**config.mk**
```make
export PLATFORM = sky130hd
export DESIGN_NAME = lbp_hist
export DESIGN_NICKNAME = d
export VERILOG_FILES = /design/src/hw/rtl/lbp_pkg.sv /design/src/hw/rtl/lbp_hist.sv
export SDC_FILE = /design/constraint.sdc
export NUM_CORES = 2
export LEC_CHECK = 0
export BUFFER_PORTS_ARGS = -buffer_cell sky130_fd_sc_hd__buf_4
export CAP_MARGIN = 20
export CORE_ASPECT_RATIO = 0.75
export CORE_UTILIZATION = 40
export DETAILED_ROUTE_END_ITERATION = 10
export PLACE_DENSITY = 0.62
export SKIP_LAST_GASP = 1
export SYNTH_ARGS = -nofsm -noshare
export SYNTH_HDL_FRONTEND = slang
export SYNTH_MEMORY_MAX_BITS = 65536
export SYNTH_SLANG_ARGS = --single-unit
```
**constraint.sdc**
```tcl
create_clock -name clk_i -period 3.2 [get_ports clk_i]
set_clock_uncertainty 0.2 [all_clocks]
set_input_delay 0.64 -clock clk_i [delete_from_list [all_inputs] [get_ports clk_i]]
set_output_delay 0.64 -clock clk_i [all_outputs]
set_load 0.05 [all_outputs]
```
**src/hw/rtl/lbp_pkg.sv**
```systemverilog
// ----------------------------------------------------------------------------
// lbp_pkg
// Shared constants, types and codes of the 3x3 LBP histogram unit.
// ----------------------------------------------------------------------------
`default_nettype none

package lbp_pkg;

  localparam int MAX_ROWS   = 256;
  localparam int MAX_COLS   = 256;
  localparam int BIN_COUNT  = 256;

  localparam int SIZE_W     = 9;
  localparam int FUNC_W     = 2;
  localparam int PIX_W      = 8;
  localparam int BIN_W      = $clog2(BIN_COUNT);
  localparam int COUNT_W    = 17;
  localparam int COL_W      = $clog2(MAX_COLS);
  localparam int CFG_IDX_W  = 2;
  localparam int CFG_DATA_W = SIZE_W;

  // command queue between front and back; depth is a power of two
  localparam int FIFO_DEPTH = 4;
  localparam int FIFO_AW    = $clog2(FIFO_DEPTH);

  localparam logic [COUNT_W-1:0] BIN_MAX    = '1;
  localparam logic [SIZE_W-1:0]  ROWS_RESET = 9'd125;
  localparam logic [SIZE_W-1:0]  COLS_RESET = 9'd94;

  localparam logic [CFG_IDX_W-1:0] REG_FRAME_ROWS = 2'd0;
  localparam logic [CFG_IDX_W-1:0] REG_FRAME_COLS = 2'd1;

  typedef enum logic [FUNC_W-1:0] {
    FUNC_PIXEL = 2'd0,
    FUNC_READ  = 2'd1,
    FUNC_CLEAR = 2'd2
  } lbp_func_e;

  typedef enum logic [1:0] {
    KIND_PIXEL,
    KIND_READ,
    KIND_CLEAR,
    KIND_NOP
  } lbp_kind_e;

  typedef enum logic [3:0] {
    ST_IDLE,
    ST_PIX_RD,
    ST_INC_RD,
    ST_INC_WR,
    ST_FL_START,
    ST_FL_PRIME,
    ST_FL_CODE,
    ST_FL_WR,
    ST_EMIT
  } lbp_state_e;

  // classified item as handed from front to back
  typedef struct packed {
    lbp_kind_e         kind;
    logic [PIX_W-1:0]  pixel;
    logic [BIN_W-1:0]  bin;
    logic [COL_W-1:0]  col;
    logic [SIZE_W-1:0] cols;
    logic              r_ge1;
    logic              r_ge2;
    logic              c_zero;
    logic              c_last;
    logic              frame_last;
  } lbp_cmd_t;

  typedef struct packed {
    logic               rd_en;
    logic [BIN_W-1:0]   rd_addr;
    logic               wr_en;
    logic [BIN_W-1:0]   wr_addr;
    logic [COUNT_W-1:0] wr_data;
    logic               clr;
  } lbp_hist_req_t;

  // window[row][col], col 0 is the left column
  typedef logic [2:0][2:0][PIX_W-1:0] lbp_win_t;

endpackage

`default_nettype wire

```
**src/hw/rtl/lbp_hist.sv**
```systemverilog
// ----------------------------------------------------------------------------
// lbp_hist
// 256-bin histogram memory with per-bin valid bits; an invalid bin reads
// as zero, so a clear only resets the valid bits and writes no bin.
// ----------------------------------------------------------------------------
`default_nettype none

module lbp_hist import lbp_pkg::*; (
  input  wire                 clk_i,
  input  wire                 rst_ni,
  input  lbp_hist_req_t       req_i,
  output logic [COUNT_W-1:0]  rd_count_o
);

  logic [COUNT_W-1:0]   mem_q [BIN_COUNT];
  logic [BIN_COUNT-1:0] vld_q;
  logic [COUNT_W-1:0]   rd_data_q;
  logic                 rd_vld_q;

  assign rd_count_o = rd_vld_q ? rd_data_q : '0;

  always_ff @(posedge clk_i) begin
    if (req_i.wr_en) begin
      mem_q[req_i.wr_addr] <= req_i.wr_data;
    end
    if (req_i.rd_en) begin
      rd_data_q <= mem_q[req_i.rd_addr];
      rd_vld_q  <= vld_q[req_i.rd_addr];
    end
  end

  always_ff @(posedge clk_i or negedge rst_ni) begin
    if (!rst_ni) begin
      vld_q <= '0;
    end else if (req_i.clr) begin
      vld_q <= '0;
    end else if (req_i.wr_en) begin
      vld_q[req_i.wr_addr] <= 1'b1;
    end
  end

endmodule

`default_nettype wire

```
==> out/results.txt <==
first-pass GRT wire length = 733 mm
global router's overall resource usage = 22.7%
Die Ht = 583 um
Worst-Skew Late Latency = 0.99 ns
largest area contributor in the netlist = edfxtp_1
Worst Max-Slew Pin Slew = 1.17 ns
synthesized-area fraction occupied by adder cells = 0%
Gate power share = 6.4%
Worst-path clk slew = 0.07 ns
Psw = 27100 uW
CP Class = in2reg
r2r endpoint = rd_data_q[1]
Synth warnings = 0
pin count of the biggest net entering global routing = 99
R2R Path Start = mem_q[190][1]
outcome = finished, violations left
Yosys top cell area share = 72.9%
Critical Path RT = 3.80 ns
pre-CTS WS = -1.65 ns
number of fill cells = 36300
Synth Register Bits = 4626
Syn-to-layout area delta = 18.1%
DRT antenna net count = 0
Post-synth EDFFs = 4370
nature of the critical path endpoint = flop
compound-gate portion of the synthesized area = 3.33%
power per cell area = 582 mW/mm^2
post-synthesis average cell area = 20.3 um^2
highest metal used = met5
width of the die = 777 um
Syn Nets = 8904
fin nets = 10200
io pins = 55
clock buffer depth = 4
Cells after Synth = 8866
switch share = 21.9%
post-route setup slack = -0.127 ns
internal power = 96700 uW
Final Total Pwr = 124000 uW
share of post-route cells with drive strength above 1 = 30.2%
die area = 0.453 mm^2
Async SR Flop Fraction = 5.53%
RSZ-0062 raised after global routing = true
initial core utilization = 40.3%
arrival time at the worst endpoint = 3.93 ns
leak pwr = 0.0706 uW
core area = 0.446 mm^2
CTS tree = built
FP Rows = 212
CTS Buf Count = 415
leading post-synthesis cells by cell area = edfxtp_1 73%, mux4_2 11%, dfrtp_1 3.6%
failing checks = setup timing
Placer Congestion = 0.905
Vias = 97700
root buffer cell = clkbuf_16
ys flop type = edfxtp_1
Worst Setup Start Kind = primary input
Final Setup Violations = 3
Final Max Slew Viols = 0
Post-Synth XOR/XNOR Area = 0%
met3 WL = 62.5 mm
drt total wl = 526 mm
hold_ws = 0.0578 ns
Seq pwr share = 53.7%
Residual DRC = 0
Via density = 5.91
Synth Cell Area = 0.180 mm^2
DR iter-0 viols = 14100
Post-Synth Simple-Gate Area = 3.09%
Unique masters post-synth = 60
vias in the first global route = 94900
grt ovf = 0
Placed Cells = 15700
H-tree levels = 5
Slew headroom = 21.7%
main combinational cell family by area after synthesis = multiplexers
min-delay worst type = in2async
clk sinks = 4626
FF-to-FF setup slack = -0.04 ns
initial antenna violation count = 41
max cap viols = 0
min cycle time layout = 3.33 ns
depth of the worst register-to-register path = 7
DRT Pass-1 Iters = 6
VDD IR max = 0.557 mV
Max Clock Freq = 301 MHz
sequential-to-total area share from yosys stat = 76.5%
HPWL Detailed = 334 mm
Non-Filler Instances = 16500
IO Port Bufs = 54
WL met1 = 214 mm
drt wl/cell = 31.8 um
clock network power share = 39.9%
crit-path max FO = 47
post-synthesis mux area share = 15.1%
routed wl met2 = 232 mm
final cycle utilization of the critical path = 104%
final hold viol count = 0
state kept, by name, summed over array words and instances (netlist names):
name / flops
vld_q: 256
mem_q: 4352
rd_data_q: 17
rd_vld_q: 1
synthesized netlist by cell type, drive strengths merged, types with 2 or more instances:
cell type	n
and2	33
mux2i	637
a21oi	142
o32ai	2
nor3	200
inv	2
nand4	27
a31oi	14
a22oi	34
or3	13
clkbuf	232
nand2b	10
o21ba	30
o311ai	2
o21ai	37
a211oi	47
nand3	40
or2	5
nand2	95
and4b	2
nor2b	11
a2111oi	13
dfrtp	256
edfxtp	4370
or4	2
a221oi	53
o22ai	230
mux4	921
mux2	2
a32oi	12
nor2	833
o221ai	177
nor4	27
buf	308
a22o	34
layout make-up:
class                           count  area, um^2  area share, %
Antenna cell                       12        30.0         0.0141
Multi-Input combinational cell   3695       39500           18.6
Clock inverter                    204        1860          0.875
Sequential cell                  4626      138000           64.7
Inverter                            3        23.8         0.0112
Clock buffer                      561       11400           5.36
Tap cell                         5992        7500           3.53
Timing Repair Buffer             1455       14600           6.87
cells in the final DEF, fill, tap and decap left out, types with 13 or more instances in the layout:
cell type	Yosys	final
nand4_1	27	27
a22o_1	34	34
a221oi_1	53	45
buf_4	37	1141
a31oi_1	14	14
dfrtp_1	256	256
buf_8	31	21
or3_1	13	13
a22oi_1	34	33
buf_12	22	255
edfxtp_1	4370	4370
bufinv_16	0	29
o221ai_1	177	177
dlygate4sd3_1	1	18
nor4_1	27	26
nor2_1	833	660
nor2_2	0	170
a21oi_1	142	139
mux4_2	900	900
and2_1	33	33
o22ai_1	228	227
clkbuf_1	230	108
nand3_1	40	31
clkbuf_16	0	424
a211oi_1	47	46
clkinv_1	1	75
nor3_1	200	191
o21ai_0	36	36
o21ba_2	30	30
mux4_1	21	21
mux2i_1	637	633
clkbuf_8	1	31
clkinv_2	0	69
nand2_1	95	95
layer usage:
metal,track usage [%],up-vias
li1,-,39400
met1,33.8,51600
met2,33.3,5914
met3,5.45,827
met4,6.74,10
met5,0,-
critical path, stage by stage:
cell	delay, ns
buf_8	0.11
buf_4	0.19
nand2b_4	0.14
buf_4	0.37
buf_4	0.29
o22ai_1	0.43
nor3_1	0.22
a21oi_2	0.26
nand4_1	0.35
or3_1	0.45
buf_4	0.17
nor4_1	0.26
cells by family after synthesis:
kind of cell,count (synthesis)
AND/OR/NAND/NOR,1305
AO/OA/AOI/OAI,830
flip-flops,4626
multiplexers,1560
buffers and inverters,545
metrics by stage:
stage	util, %	setup TNS, ns	area [um^2]
final	47.6	-0.279	213000
after global routing	47.6	-0.148	213000
after CTS	47.6	-0.198	212000
after detailed placement	44.5	-19.45	199000
after global placement	44.5	-20.49	199000
after floorplan	-	0	180000
how the worst max path moves through the flow:
stage	startpoint	to
CTS	mem_q[183][15]	rd_data_q[15]
finish	req_i[28]	rd_data_q[9]
global placement	req_i[27]	rd_data_q[1]
floorplan	req_i[27]	rd_data_q[0]
global route	req_i[27]	rd_data_q[1]
detailed placement	req_i[27]	rd_data_q[15]
power by group through the flow:
stage          Combinational, uW  Clock [uW]  Sequential [uW]
6_report                    7900       49400            66400
2_1_floorplan               3430           0            67700
5_1_grt                     8180       52200            66400
4_1_cts                     7780       49900            66400
3_3_place_gp                7560           0            67700
3_5_place_dp                7680           0            67700
repair_timing:
item / CTS / global route
hold buffers: 18 / 0
gates cloned: 2 / 2
setup endpoints to repair: 26 / 15
pin swaps: 2 / 2
hold endpoints to repair: 434 / 0
resized for setup: 21 / 33
buffers inserted: 2 / 2
Power figures use the tool's default switching activity.
