===== src/hw/rtl/lbp_pkg.sv =====
// ----------------------------------------------------------------------------
// lbp_pkg
// Shared constants, types and codes of the 3x3 LBP histogram unit.
// ----------------------------------------------------------------------------
`default_nettype none

package lbp_pkg;

  localparam int MAX_ROWS   = 256;
  localparam int MAX_COLS   = 256;
  localparam int BIN_COUNT  = 256;

  localparam int SIZE_W     = 9;
  localparam int FUNC_W     = 2;
  localparam int PIX_W      = 8;
  localparam int BIN_W      = $clog2(BIN_COUNT);
  localparam int COUNT_W    = 17;
  localparam int COL_W      = $clog2(MAX_COLS);
  localparam int CFG_IDX_W  = 2;
  localparam int CFG_DATA_W = SIZE_W;

  // command queue between front and back; depth is a power of two
  localparam int FIFO_DEPTH = 4;
  localparam int FIFO_AW    = $clog2(FIFO_DEPTH);

  localparam logic [COUNT_W-1:0] BIN_MAX    = '1;
  localparam logic [SIZE_W-1:0]  ROWS_RESET = 9'd125;
  localparam logic [SIZE_W-1:0]  COLS_RESET = 9'd94;

  localparam logic [CFG_IDX_W-1:0] REG_FRAME_ROWS = 2'd0;
  localparam logic [CFG_IDX_W-1:0] REG_FRAME_COLS = 2'd1;

  typedef enum logic [FUNC_W-1:0] {
    FUNC_PIXEL = 2'd0,
    FUNC_READ  = 2'd1,
    FUNC_CLEAR = 2'd2
  } lbp_func_e;

  typedef enum logic [1:0] {
    KIND_PIXEL,
    KIND_READ,
    KIND_CLEAR,
    KIND_NOP
  } lbp_kind_e;

  typedef enum logic [3:0] {
    ST_IDLE,
    ST_PIX_RD,
    ST_INC_RD,
    ST_INC_WR,
    ST_FL_START,
    ST_FL_PRIME,
    ST_FL_CODE,
    ST_FL_WR,
    ST_EMIT
  } lbp_state_e;

  // classified item as handed from front to back
  typedef struct packed {
    lbp_kind_e         kind;
    logic [PIX_W-1:0]  pixel;
    logic [BIN_W-1:0]  bin;
    logic [COL_W-1:0]  col;
    logic [SIZE_W-1:0] cols;
    logic              r_ge1;
    logic              r_ge2;
    logic              c_zero;
    logic              c_last;
    logic              frame_last;
  } lbp_cmd_t;

  typedef struct packed {
    logic               rd_en;
    logic [BIN_W-1:0]   rd_addr;
    logic               wr_en;
    logic [BIN_W-1:0]   wr_addr;
    logic [COUNT_W-1:0] wr_data;
    logic               clr;
  } lbp_hist_req_t;

  // window[row][col], col 0 is the left column
  typedef logic [2:0][2:0][PIX_W-1:0] lbp_win_t;

endpackage

`default_nettype wire


===== src/hw/rtl/lbp_fifo.sv =====
// ----------------------------------------------------------------------------
// lbp_fifo
// Short command queue that decouples the front from the back end.
// ----------------------------------------------------------------------------
`default_nettype none

module lbp_fifo import lbp_pkg::*; (
  input  wire       clk_i,
  input  wire       rst_ni,
  input  wire       push_i,
  input  lbp_cmd_t  data_i,
  input  wire       pop_i,
  output logic      full_o,
  output logic      empty_o,
  output lbp_cmd_t  data_o
);

  lbp_cmd_t             mem_q [FIFO_DEPTH];
  logic [FIFO_AW-1:0]   wr_ptr_q, wr_ptr_d, rd_ptr_q, rd_ptr_d;
  logic [FIFO_AW:0]     count_q, count_d;
  logic                 do_push, do_pop;

  assign full_o  = count_q == (FIFO_AW + 1)'(FIFO_DEPTH);
  assign empty_o = count_q == '0;
  assign data_o  = mem_q[rd_ptr_q];
  assign do_push = push_i && !full_o;
  assign do_pop  = pop_i && !empty_o;

  always_comb begin
    wr_ptr_d = do_push ? wr_ptr_q + FIFO_AW'(1) : wr_ptr_q;
    rd_ptr_d = do_pop ? rd_ptr_q + FIFO_AW'(1) : rd_ptr_q;
    count_d  = count_q;
    if (do_push && !do_pop) begin
      count_d = count_q + (FIFO_AW + 1)'(1);
    end else if (do_pop && !do_push) begin
      count_d = count_q - (FIFO_AW + 1)'(1);
    end
  end

  always_ff @(posedge clk_i) begin
    if (do_push) begin
      mem_q[wr_ptr_q] <= data_i;
    end
  end

  always_ff @(posedge clk_i or negedge rst_ni) begin
    if (!rst_ni) begin
      wr_ptr_q <= '0;
      rd_ptr_q <= '0;
      count_q  <= '0;
    end else begin
      wr_ptr_q <= wr_ptr_d;
      rd_ptr_q <= rd_ptr_d;
      count_q  <= count_d;
    end
  end

  a_no_push_full: assert property (@(posedge clk_i) disable iff (!rst_ni)
    !(push_i && full_o))
    else $error("command pushed into full queue");

  a_count_bound: assert property (@(posedge clk_i) disable iff (!rst_ni)
    count_q <= (FIFO_AW + 1)'(FIFO_DEPTH))
    else $error("queue count beyond depth");

endmodule

`default_nettype wire


===== config.mk =====
export PLATFORM = sky130hd
export DESIGN_NAME = lbp_fifo
export DESIGN_NICKNAME = d
export VERILOG_FILES = /design/src/hw/rtl/lbp_pkg.sv /design/src/hw/rtl/lbp_fifo.sv
export SDC_FILE = /design/constraint.sdc
export NUM_CORES = 1
export LEC_CHECK = 0
export BUFFER_PORTS_ARGS = -buffer_cell sky130_fd_sc_hd__buf_2
export CORE_MARGIN = 1.5
export CORE_UTILIZATION = 35
export DETAILED_ROUTE_END_ITERATION = 7
export PLACE_DENSITY = 0.55
export SETUP_SLACK_MARGIN = 0.1
export SYNTH_ARGS = -nofsm -noshare
export SYNTH_HDL_FRONTEND = slang
export SYNTH_SLANG_ARGS = --single-unit

===== constraint.sdc =====
create_clock -name clk_i -period 2.9 [get_ports clk_i]
set_clock_uncertainty 0.1 [all_clocks]
set_input_delay 0.58 -clock clk_i [delete_from_list [all_inputs] [get_ports clk_i]]
set_output_delay 0.58 -clock clk_i [all_outputs]
set_load 0.01 [all_outputs]

==> results <==
- The run finished with clean final reports.
- The type of element launching the critical path is a flip-flop.
- The clock tree synthesis step divided the H-tree into 4 levels.
- The internal portion of the total power is 5.698 mW.
- The mapped netlist covers 0.006253 mm².
- The max-slew violation total from the final report came to 0.
- Net switching is 28.33% of the power.
- The initial antenna violation count is 1.
- The number of nets at the end of the flow is 402.
- The number of antenna-violating nets in the routed design is 0.
- The number of clock buffers inserted by TritonCTS is 17.
- The synthesis-to-layout area growth is 21.77%.
- The largest delay contributor family on the critical path is flip-flops.
- The final critical delay including setup and external delays is 2624 ps.
- The share of total power dissipated in sequential elements is 42.7%.
- Hold is met by 271.4 ps.
- The top cell type by total area after synthesis is sky130_fd_sc_hd__edfxtp_1.
- The via count normalized by instance count is 4.722.
- After detailed placement, the design holds a cell count of 556.
- The analysis attributes to net switching a power of 2.252 mW.
- Dividing total power by cell area gives a power density of 1044 mW/mm².
- The area of the die is 0.01868 mm².
- The tool flagged a number of max-cap violations equal to 0.
- The library cell used most frequently in the layout, excluding fill and tap cells, is sky130_fd_sc_hd__edfxtp_1.
- The total number of placement rows is 48.
- The signal on the critical path passes through buf_12 -> mux4_2 -> buf_2.
- The number of buffers and inverters on the critical path is 2.
- The final setup TNS is 0 ps.
- The maximum resistive drop on vdd is 0.4503 mV.
- The routability congestion estimate from global placement is 0.6382.
- Summed over its instances, the top area cell type makes up 76.83% of the synthesized netlist area.
- The data required time of the worst path is 2220 ps.
- By startpoint and endpoint, the worst setup path is classified as reg -> out.
- Of the available clock period, the critical path in the final layout requires 90.48%.
- The number of port buffers is 85.
- The placement-stage cell area is 0.006977 mm².
- Setup repair after global routing left no endpoint under its margin.
- The number of nets in the synthesized netlist is 296.
- The worst setup timing slack at the placement stage is 494.5 ps.
- The placed wire-length estimate after detailed placement is 6.462 mm.
- The share of total power dissipated in combinational logic is 28.8%.
- After global routing the overflow that remains totals 0.
- Headroom to the max-slew limit came out at 69.11%.
- The master cell of the clock root buffer is sky130_fd_sc_hd__clkbuf_16.
- The clock passes through at most 2 buffers.
- Setup violations remaining at the end of the flow were counted as 0.
- The post-detailed-route wirelength per cell is 18.99 µm.
- The initial cell density of the core is 36.03%.
- For this run, the slowest stage of the critical path takes 640 ps.
- The number of remaining DRC errors is 0.
- The number of antenna diodes in the final layout is 0.
- Synthesis instantiated 22 different standard cells from the library.
- Summing internal, switching and leakage power gives 7.950 mW.
- The starting DRC count in detailed routing is 195.
- The pin count of the biggest net entering global routing is 42.
- The CTS tree is yes.
- The leakage power of the design is 2.654 nW.
- The via count of the first global-routing pass was 2997.
- The overall die height is 136.7 µm.
- Sequential elements use 79.63% of the synthesized area.
- The flip-flop and latch count after synthesis is 167.
- The total iterations of the first detailed-routing run is 4.
- The endpoint type of the worst setup path is an output port.
- The first global-routing pass estimated 17.11 mm of wire.
- The post-synthesis average cell area is 25.42 µm².
- In the post-route analysis, the smallest setup slack over all paths is 276.1 ps.
- In the layout the commonest cells are 160 x sky130_fd_sc_hd__edfxtp_1, 85 x sky130_fd_sc_hd__buf_2, 38 x sky130_fd_sc_hd__mux4_2.
- Sorting the synthesized cells by area gives the leading types as sky130_fd_sc_hd__edfxtp_1 77%, sky130_fd_sc_hd__mux4_2 14%, sky130_fd_sc_hd__dfrtp_1 2.8%.
- The core region is 0.01736 mm².
- Of all nets on the critical path, the largest fanout is 13.
- The number of top-level design ports is 86.
- The number of endpoints with negative hold slack in the final report is 0.
- The worst hold path class is in -> reg.
- Global routing used 13.06% of the available tracks.
- After detailed routing, the total wire length is 11.21 mm.
- Counting every sink on the clock net gives 167.
- The synthesized instance count is 246.
- The post-route cell area is 0.007615 mm².
- For the worst setup path, the data arrival time is 1940 ps.
- In the final layout, the share of cells above drive strength 1 is 47.40%.
- For this run, the number of Yosys warnings is 0.
- The final route contains 2786 vias.
- At the later pin of the worst-skew pair, clock insertion delay measures 410 ps.
- The die width is 136.7 µm.
- Based on the critical path, the design can be clocked at up to 381.1 MHz.
- Clock-pin slew was measured on the worst setup and hold paths at 60 ps.
- The clock network fraction of design power is 28.5%.
- Once layout is complete, the utilization of the core stands at 43.87%.
- For this design, the slowest cell found on the critical path is sky130_fd_sc_hd__dfrtp_4.
- The number of standard cells in the final layout excluding fillers is 590.
- At the pin with the least slew margin, the transition time is 463.4 ps.
-- power by group through the flow --
stage	clock network, mW	logic, mW	registers [mW]
finish	2.27	2.29	3.39
global route	2.42	2.50	3.44
CTS	2.33	2.38	3.41
detailed placement	0	2.26	3.50
global placement	0	2.26	3.48
floorplan	0	1.61	3.35
-- state kept, by name (all words and copies together) (netlist names) --
name      flops
count_q       3
wr_ptr_q      2
mem_q       160
rd_ptr_q      2
-- area by class of cell --
cell class / count / area, µm²
clock buffers: 18 / 429.2
clock inverters: 14 / 171.4
fillers: 1500 / 9742
inverters: 4 / 15.01
multi-input cells: 64 / 1137
flip-flops and latches: 167 / 4985
well taps: 225 / 281.5
repair buffers: 98 / 595.6
-- timing repair --
action,in CTS,in global routing
hold buffers,1,0
buffers inserted,1,0
endpoints found under the hold margin,7,0
endpoints found under the setup margin,19,0
resized for setup,0,0
-- path summary, 6_finish.rpt --
path	from	cells past startpoint	slack, ps	to
min in group asynchronous	rst_ni	2	450	count_q[2]$_DFFE_PN0P_
worst min-delay path	data_i[15]	1	270	mem_q[0][15]$_DFFE_PP_
max in group asynchronous	rst_ni	2	2060	rd_ptr_q[0]$_DFFE_PN0P_
worst min register to register	count_q[2]$_DFFE_PN0P_	1	380	count_q[2]$_DFFE_PN0P_
worst max-delay path	rd_ptr_q[0]$_DFFE_PN0P_	3	280	data_o[7]
worst max register to register	count_q[0]$_DFFE_PN0P_	8	670	count_q[2]$_DFFE_PN0P_
-- per-layer routing --
layer / global-route usage (%) / wire length (µm)
met1: 16.59 / 5101
met2: 20.91 / 5421
met3: 3.889 / 539
met4: 5.496 / 144
met5: 0 / 0
-- worst register-to-register path, delay by kind of cell (launching register included) --
kind	cells	cell delay, ps
AND/OR/NAND/NOR	3	700
adder cells (fa/ha/maj)	2	560
flip-flops	1	440
XOR/XNOR	2	310
buffers and inverters	1	60
-- cell usage after synthesis --
master and n:
sky130_fd_sc_hd__edfxtp_1 160, sky130_fd_sc_hd__mux4_2 38, sky130_fd_sc_hd__dfrtp_1 7, sky130_fd_sc_hd__ha_1 5, sky130_fd_sc_hd__and2_1 4, sky130_fd_sc_hd__buf_12 4
sky130_fd_sc_hd__buf_2 4, sky130_fd_sc_hd__inv_1 4, sky130_fd_sc_hd__xnor2_1 4, sky130_fd_sc_hd__buf_6 2, sky130_fd_sc_hd__mux4_1 2, sky130_fd_sc_hd__xor2_1 2
sky130_fd_sc_hd__clkbuf_1 1, sky130_fd_sc_hd__fa_1 1, sky130_fd_sc_hd__mux2_2 1, sky130_fd_sc_hd__mux2_4 1, sky130_fd_sc_hd__nand2_1 1, sky130_fd_sc_hd__nand3_1 1
sky130_fd_sc_hd__nor2_1 1, sky130_fd_sc_hd__nor2b_1 1, sky130_fd_sc_hd__nor3b_2 1, sky130_fd_sc_hd__or3_1 1
-- kinds of logic (layout without fill, tap and decap cells) --
family,after synthesis,count (layout),synth area share (%)
xor+xnor,6,6,0.8403
simple gates,10,10,1.000
fa+ha+maj,6,6,1.321
flops,167,167,79.63
buf+inv,15,134,2.261
mux,42,42,14.95
(Power assumes the default switching activity.)
