**src/hw/rtl/lbp_pkg.sv**
```systemverilog
// ----------------------------------------------------------------------------
// lbp_pkg
// Shared constants, types and codes of the 3x3 LBP histogram unit.
// ----------------------------------------------------------------------------
`default_nettype none

package lbp_pkg;

  localparam int MAX_ROWS   = 256;
  localparam int MAX_COLS   = 256;
  localparam int BIN_COUNT  = 256;

  localparam int SIZE_W     = 9;
  localparam int FUNC_W     = 2;
  localparam int PIX_W      = 8;
  localparam int BIN_W      = $clog2(BIN_COUNT);
  localparam int COUNT_W    = 17;
  localparam int COL_W      = $clog2(MAX_COLS);
  localparam int CFG_IDX_W  = 2;
  localparam int CFG_DATA_W = SIZE_W;

  // command queue between front and back; depth is a power of two
  localparam int FIFO_DEPTH = 4;
  localparam int FIFO_AW    = $clog2(FIFO_DEPTH);

  localparam logic [COUNT_W-1:0] BIN_MAX    = '1;
  localparam logic [SIZE_W-1:0]  ROWS_RESET = 9'd125;
  localparam logic [SIZE_W-1:0]  COLS_RESET = 9'd94;

  localparam logic [CFG_IDX_W-1:0] REG_FRAME_ROWS = 2'd0;
  localparam logic [CFG_IDX_W-1:0] REG_FRAME_COLS = 2'd1;

  typedef enum logic [FUNC_W-1:0] {
    FUNC_PIXEL = 2'd0,
    FUNC_READ  = 2'd1,
    FUNC_CLEAR = 2'd2
  } lbp_func_e;

  typedef enum logic [1:0] {
    KIND_PIXEL,
    KIND_READ,
    KIND_CLEAR,
    KIND_NOP
  } lbp_kind_e;

  typedef enum logic [3:0] {
    ST_IDLE,
    ST_PIX_RD,
    ST_INC_RD,
    ST_INC_WR,
    ST_FL_START,
    ST_FL_PRIME,
    ST_FL_CODE,
    ST_FL_WR,
    ST_EMIT
  } lbp_state_e;

  // classified item as handed from front to back
  typedef struct packed {
    lbp_kind_e         kind;
    logic [PIX_W-1:0]  pixel;
    logic [BIN_W-1:0]  bin;
    logic [COL_W-1:0]  col;
    logic [SIZE_W-1:0] cols;
    logic              r_ge1;
    logic              r_ge2;
    logic              c_zero;
    logic              c_last;
    logic              frame_last;
  } lbp_cmd_t;

  typedef struct packed {
    logic               rd_en;
    logic [BIN_W-1:0]   rd_addr;
    logic               wr_en;
    logic [BIN_W-1:0]   wr_addr;
    logic [COUNT_W-1:0] wr_data;
    logic               clr;
  } lbp_hist_req_t;

  // window[row][col], col 0 is the left column
  typedef logic [2:0][2:0][PIX_W-1:0] lbp_win_t;

endpackage

`default_nettype wire

```
**src/hw/rtl/lbp_if.sv**
```systemverilog
// ----------------------------------------------------------------------------
// lbp_if
// Item, result and configuration channels of the LBP histogram unit.
// ----------------------------------------------------------------------------
`default_nettype none

interface lbp_item_if import lbp_pkg::*; ();
  logic              valid;
  logic              ready;
  logic [FUNC_W-1:0] func;
  logic [PIX_W-1:0]  pixel;
  logic [BIN_W-1:0]  bin_index;

  modport source (output valid, func, pixel, bin_index, input ready);
  modport sink   (input valid, func, pixel, bin_index, output ready);
endinterface


interface lbp_cfg_if import lbp_pkg::*; ();
  logic                  valid;
  logic                  ready;
  logic [CFG_IDX_W-1:0]  index;
  logic [CFG_DATA_W-1:0] data;

  modport source (output valid, index, data, input ready);
  modport sink   (input valid, index, data, output ready);
endinterface

`default_nettype wire

```
**src/hw/rtl/lbp_front.sv**
```systemverilog
// ----------------------------------------------------------------------------
// lbp_front
// Takes item beats, tracks the raster position and classifies each item
// into a command for the back end. Holds the frame size registers.
// ----------------------------------------------------------------------------
`default_nettype none

module lbp_front import lbp_pkg::*; (
  input  wire          clk_i,
  input  wire          rst_ni,
  lbp_item_if.sink     item_i,
  lbp_cfg_if.sink      cfg_i,
  input  wire          fifo_full_i,
  output logic         push_o,
  output lbp_cmd_t     cmd_o
);

  logic [SIZE_W-1:0] rows_q, rows_d, cols_q, cols_d;
  logic [SIZE_W-1:0] row_q, row_d, col_q, col_d;
  logic [SIZE_W-1:0] rows, cols;
  logic [SIZE_W-1:0] row0, r, c, c_inc;
  logic              wrap0, last;

  assign cfg_i.ready  = 1'b1;
  assign item_i.ready = !fifo_full_i;
  assign push_o       = item_i.valid && !fifo_full_i;

  always_comb begin
    rows_d = rows_q;
    cols_d = cols_q;
    if (cfg_i.valid) begin
      case (cfg_i.index)
        REG_FRAME_ROWS: rows_d = cfg_i.data;
        REG_FRAME_COLS: cols_d = cfg_i.data;
        default: ;
      endcase
    end
  end

  // clamp sizes: zero acts as one, oversize acts as the maximum
  always_comb begin
    if (rows_q == '0) begin
      rows = SIZE_W'(1);
    end else if (rows_q > SIZE_W'(MAX_ROWS)) begin
      rows = SIZE_W'(MAX_ROWS);
    end else begin
      rows = rows_q;
    end
    if (cols_q == '0) begin
      cols = SIZE_W'(1);
    end else if (cols_q > SIZE_W'(MAX_COLS)) begin
      cols = SIZE_W'(MAX_COLS);
    end else begin
      cols = cols_q;
    end
  end

  always_comb begin
    wrap0 = col_q >= cols;
    row0  = wrap0 ? row_q + SIZE_W'(1) : row_q;
    c     = wrap0 ? '0 : col_q;
    r     = (row0 >= rows) ? '0 : row0;
    last  = (r == rows - SIZE_W'(1)) && (c == cols - SIZE_W'(1));
    c_inc = c + SIZE_W'(1);

    row_d = row_q;
    col_d = col_q;
    if (push_o && item_i.func == FUNC_PIXEL) begin
      if (last) begin
        row_d = '0;
        col_d = '0;
      end else if (c_inc >= cols) begin
        row_d = r + SIZE_W'(1);
        col_d = '0;
      end else begin
        row_d = r;
        col_d = c_inc;
      end
    end
  end

  always_comb begin
    case (item_i.func)
      FUNC_PIXEL: cmd_o.kind = KIND_PIXEL;
      FUNC_READ:  cmd_o.kind = KIND_READ;
      FUNC_CLEAR: cmd_o.kind = KIND_CLEAR;
      default:    cmd_o.kind = KIND_NOP;
    endcase
    cmd_o.pixel      = item_i.pixel;
    cmd_o.bin        = item_i.bin_index;
    cmd_o.col        = c[COL_W-1:0];
    cmd_o.cols       = cols;
    cmd_o.r_ge1      = r != '0;
    cmd_o.r_ge2      = r >= SIZE_W'(2);
    cmd_o.c_zero     = c == '0;
    cmd_o.c_last     = c == cols - SIZE_W'(1);
    cmd_o.frame_last = last;
  end

  always_ff @(posedge clk_i or negedge rst_ni) begin
    if (!rst_ni) begin
      rows_q <= ROWS_RESET;
      cols_q <= COLS_RESET;
      row_q  <= '0;
      col_q  <= '0;
    end else begin
      rows_q <= rows_d;
      cols_q <= cols_d;
      row_q  <= row_d;
      col_q  <= col_d;
    end
  end

endmodule

`default_nettype wire

```
**src/flat_wrapper.sv**
```systemverilog
// flat-port wrapper written by rule: the top's interface ports become plain ports
module lbp_front_flat import lbp_pkg::*;
  (clk_i, rst_ni, fifo_full_i, push_o, cmd_o, item_i_valid, item_i_func, item_i_pixel, item_i_bin_index, item_i_ready, cfg_i_valid, cfg_i_index, cfg_i_data, cfg_i_ready);
  lbp_item_if item_i_i ();
  lbp_cfg_if cfg_i_i ();
  input  wire clk_i;
  input  wire rst_ni;
  input  wire fifo_full_i;
  output logic push_o;
  output lbp_cmd_t cmd_o;
  input wire logic [$bits(item_i_i.valid)-1:0] item_i_valid;
  input wire logic [$bits(item_i_i.func)-1:0] item_i_func;
  input wire logic [$bits(item_i_i.pixel)-1:0] item_i_pixel;
  input wire logic [$bits(item_i_i.bin_index)-1:0] item_i_bin_index;
  output wire logic [$bits(item_i_i.ready)-1:0] item_i_ready;
  input wire logic [$bits(cfg_i_i.valid)-1:0] cfg_i_valid;
  input wire logic [$bits(cfg_i_i.index)-1:0] cfg_i_index;
  input wire logic [$bits(cfg_i_i.data)-1:0] cfg_i_data;
  output wire logic [$bits(cfg_i_i.ready)-1:0] cfg_i_ready;
  assign item_i_i.valid = item_i_valid;
  assign item_i_i.func = item_i_func;
  assign item_i_i.pixel = item_i_pixel;
  assign item_i_i.bin_index = item_i_bin_index;
  assign item_i_ready = item_i_i.ready;
  assign cfg_i_i.valid = cfg_i_valid;
  assign cfg_i_i.index = cfg_i_index;
  assign cfg_i_i.data = cfg_i_data;
  assign cfg_i_ready = cfg_i_i.ready;
  lbp_front u_core (.clk_i(clk_i), .rst_ni(rst_ni), .item_i(item_i_i), .cfg_i(cfg_i_i), .fifo_full_i(fifo_full_i), .push_o(push_o), .cmd_o(cmd_o));
endmodule
```
**config.mk**
```make
export PLATFORM = sky130hd
export DESIGN_NAME = lbp_front_flat
export DESIGN_NICKNAME = d
export VERILOG_FILES = /design/src/hw/rtl/lbp_pkg.sv /design/src/hw/rtl/lbp_if.sv /design/src/hw/rtl/lbp_front.sv /design/src/flat_wrapper.sv
export SDC_FILE = /design/constraint.sdc
export NUM_CORES = 1
export LEC_CHECK = 0
export BUFFER_PORTS_ARGS = -buffer_cell sky130_fd_sc_hd__buf_2
export CORE_MARGIN = 2
export CORE_UTILIZATION = 54
export DETAILED_ROUTE_END_ITERATION = 10
export PLACE_DENSITY = 0.81
export SLEW_MARGIN = 25
export SYNTH_ARGS = -nofsm -noshare
export SYNTH_HDL_FRONTEND = slang
export SYNTH_SLANG_ARGS = --single-unit
```
**constraint.sdc**
```tcl
create_clock -name clk_i -period 12.9 [get_ports clk_i]
set_input_delay 0 -clock clk_i [delete_from_list [all_inputs] [get_ports clk_i]]
set_output_delay 0 -clock clk_i [all_outputs]
set_load 0.01 [all_outputs]
```
==> metrics.txt <==
kind of launch point of the worst setup path register; share of layout cells above drive strength 1 20.9%; peak clock frequency supported by timing 140 MHz; number of max-slew violations in the final report 0; capture instance of the worst register-to-register path u_core.row_q[8]$_DFFE_PN0P_; startpoint of the lowest-slack hold path item_i_pixel[2]; Placed Instances 575; minimum setup slack among reg-to-reg paths 5.89 ns; period utilisation layout 55.6%; pin count of the biggest net entering global routing 37; leak pwr 1.92 nW; synthesized instance count 473; setup repair after global routing missed its margin false; share of synthesized area occupied by flip-flops and latches 23.7%; master cell of the clock root buffer clkbuf_8; final critical-path setup slack 5.73 ns; post-synth cell types 68; number of global-route vias before repair 3,311; CTS HTree Levels 2; commonest register cell after synthesis dfrtp_1; number of clock sinks seen by CTS 36; via count of the routed design 3,673; Final Routed Wirelength 9790 µm; DRC violation count after routing 0; met2 global-route usage 43.8%; startpoint of the most critical register-to-register path u_core.cols_q[3]$_DFFE_PN1P_; Mapped Avg Cell Area 8.17 µm²; initial drt markers 329; number of vias per cell 6.19; Placed Area 3980 µm²; FFs w/ async S/R, synth 100%; Resized Gates After CTS 0; worst setup slack after placement 6.01 ns; area enclosed by the die boundary 7850 µm²; Synth Net Count 542; IO Pins 77; area of the core 6870 µm²; antenna-violating nets left 0; Worst Hold Margin 0.00000281 ns; total global-route track usage 26.5%; met1 track demand over resource 36.3%; post-DP HPWL 7360 µm; minimum clock period after layout 7.17 ns; FF+latch count, synth 36; Post-Syn Area 3860 µm²; Fill cells 617; total number of placement rows 30; required time worst endpoint 12.90 ns; nets 565; multi-input gate area in the final layout 2570 µm²; clock-pin slew on the worst setup and hold paths 0.08 ns; area of all placed cells without fillers 4200 µm²; total congestion overflow after global routing 0; largest fanout of any net on the critical path 19; area added between synthesis and finish 8.65%; WP data arrival 7.17 ns; Slew HR 40.6%; Peak VDD IR 0.0882 mV; fraction of the core area covered by cells at the end of the flow 61.1%; number of buffers created by CTS 5; effective utilization at floorplan 56.2%; count of buffers from port buffering 43; global routing met3 resource utilization 3.92%; start-to-end type of the worst setup path register to output port; slew at the pin closest to its max-slew limit 0.882 ns; status finished, final reports clean; Final Hold Violating Endpoints 0; warning count from the yosys run 0; Max Cap Violations 0; commonest cells after routing, fill and taps aside nand2_1 (53), buf_2 (43), inv_1 (36); final weighted congestion in routability-driven placement 0.922; sink of the worst hold path cmd_o[32]; Hold Path Class input port to output port; share of Yosys cell area claimed by the top area cell type 16.2%; biggest area consumer among synthesized cells dfrtp_1; Final Setup Violations 0; number of inserted diodes 0; later-pin clock latency in the skew report 0.30 ns; first-pass GRT wire length 16,300 µm; number of enable flip-flop cells after synthesis 0; Chip Height 88.6 µm; routed wirelength normalized by instance count 16.5 µm; initial antenna violation count 0; post-layout total power 0.725 mW; commonest non-fill, non-tap cell in the layout nand2_1; capturing element type of the critical path output port; deepest clock path buffer count 2; horizontal die dimension 88.6 µm; Power per Cell Area 173 nW/µm²; number of cells traversed by the worst register-to-register path 22; worst setup skew after layout 0.00603 ns; Hold Path Depth 0; post-cts hold buffer count 10; top area cells in the synthesized netlist dfrtp_1 (16%), ha_1 (11%), dfstp_2 (7.5%), nand2_1 (5.1%), mux2_2 (5.0%); count of non-filler cells in the finished layout 593; final total negative setup slack 0 ns; post-CTS setup buffer count 0; peak-usage layer in the global routing report met2; Initial DRT Pass Iterations 5; FF/Latch Area 915 µm²; CTS tree built
-- state kept, by name, summed over array words and instances (netlist names) --
signal / cells
u_core.row_q: 9
u_core.rows_q: 9
u_core.col_q: 9
u_core.cols_q: 9
-- worst max-delay path: stages (launching register included) --
cell and delay (ns):
dfstp_2 0.43, nor4_1 0.79, a21oi_1 0.13, or2_2 0.33, inv_1 0.10, ha_1 0.24
nor2b_1 0.11, o21ai_1 0.20, a211o_1 0.51, a211oi_1 0.77, inv_1 0.14, ha_1 0.24
a21o_1 0.15, a21o_1 0.17, a21oi_1 0.17, nor2b_1 0.70, and2_0 0.37, inv_1 0.12
xnor2_1 0.17, o2111ai_2 0.16, a2111oi_4 0.34, buf_4 0.32, buf_2 0.19
-- routing by layer --
layer  part of all wire (%)  vias up  routed length (µm)
li1                       -     1727                   -
met5                      0        -                   0
met3                    6.3       26                 612
met4                    2.0        0                 197
met2                     46      176                4550
met1                     45     1744                4430
-- worst max-delay path by stage --
stage | endpoint | start | slack (ns) | depth (start not counted)
after floorplan | u_core.col_q[0]$_DFFE_PN0P_ | u_core.cols_q[3]$_DFFE_PN1P_ | 7.13 | 24
after global placement | u_core.row_q[8]$_DFFE_PN0P_ | u_core.cols_q[3]$_DFFE_PN1P_ | 6.30 | 22
after detailed placement | u_core.row_q[8]$_DFFE_PN0P_ | u_core.cols_q[3]$_DFFE_PN1P_ | 6.01 | 22
after CTS | cmd_o[0] | u_core.cols_q[3]$_DFFE_PN1P_ | 5.82 | 23
after global routing | cmd_o[0] | u_core.cols_q[3]$_DFFE_PN1P_ | 5.21 | 22
final | cmd_o[0] | u_core.cols_q[3]$_DFFE_PN1P_ | 5.73 | 22
-- synth_stat cells (all sizes together), types with 6 or more instances --
cell and number:
o31ai 7, buf 24, nor2 24, a21oi 16
and2 11, nand2 53, or4 7, nor3 12
a31oi 6, nor4 9, a211oi 8, xnor2 17
o21ai 30, and3 9, mux2 17, dfrtp 25
clkbuf 16, inv 36, nand3 15, nor3b 7
nand2b 7, ha 35, dfstp 11, xor2 8
-- cells by family after synthesis --
group,count (synthesis),synth area share (%)
xor+xnor,25,5.67
mux,19,5.47
simple gates,175,23.7
compound gates,105,20.1
flops,36,23.7
fa+ha+maj,35,11.3
buf+inv,77,9.97
other cells,1,0.0971
-- power by group --
part           internal (mW)  switching (mW)
registers              0.142          0.0401
clock network         0.0573          0.0475
logic                  0.175           0.263
-- layout make-up --
type	instances	area share (%)
Multi-Input combinational cell	360	61.3
Tap cell	96	2.86
Clock buffer	5	1.64
Inverter	36	3.22
Sequential cell	36	21.8
Timing Repair Buffer	57	8.23
Clock inverter	3	1.01
No activity file was read; power rests on OpenSTA's default activity.
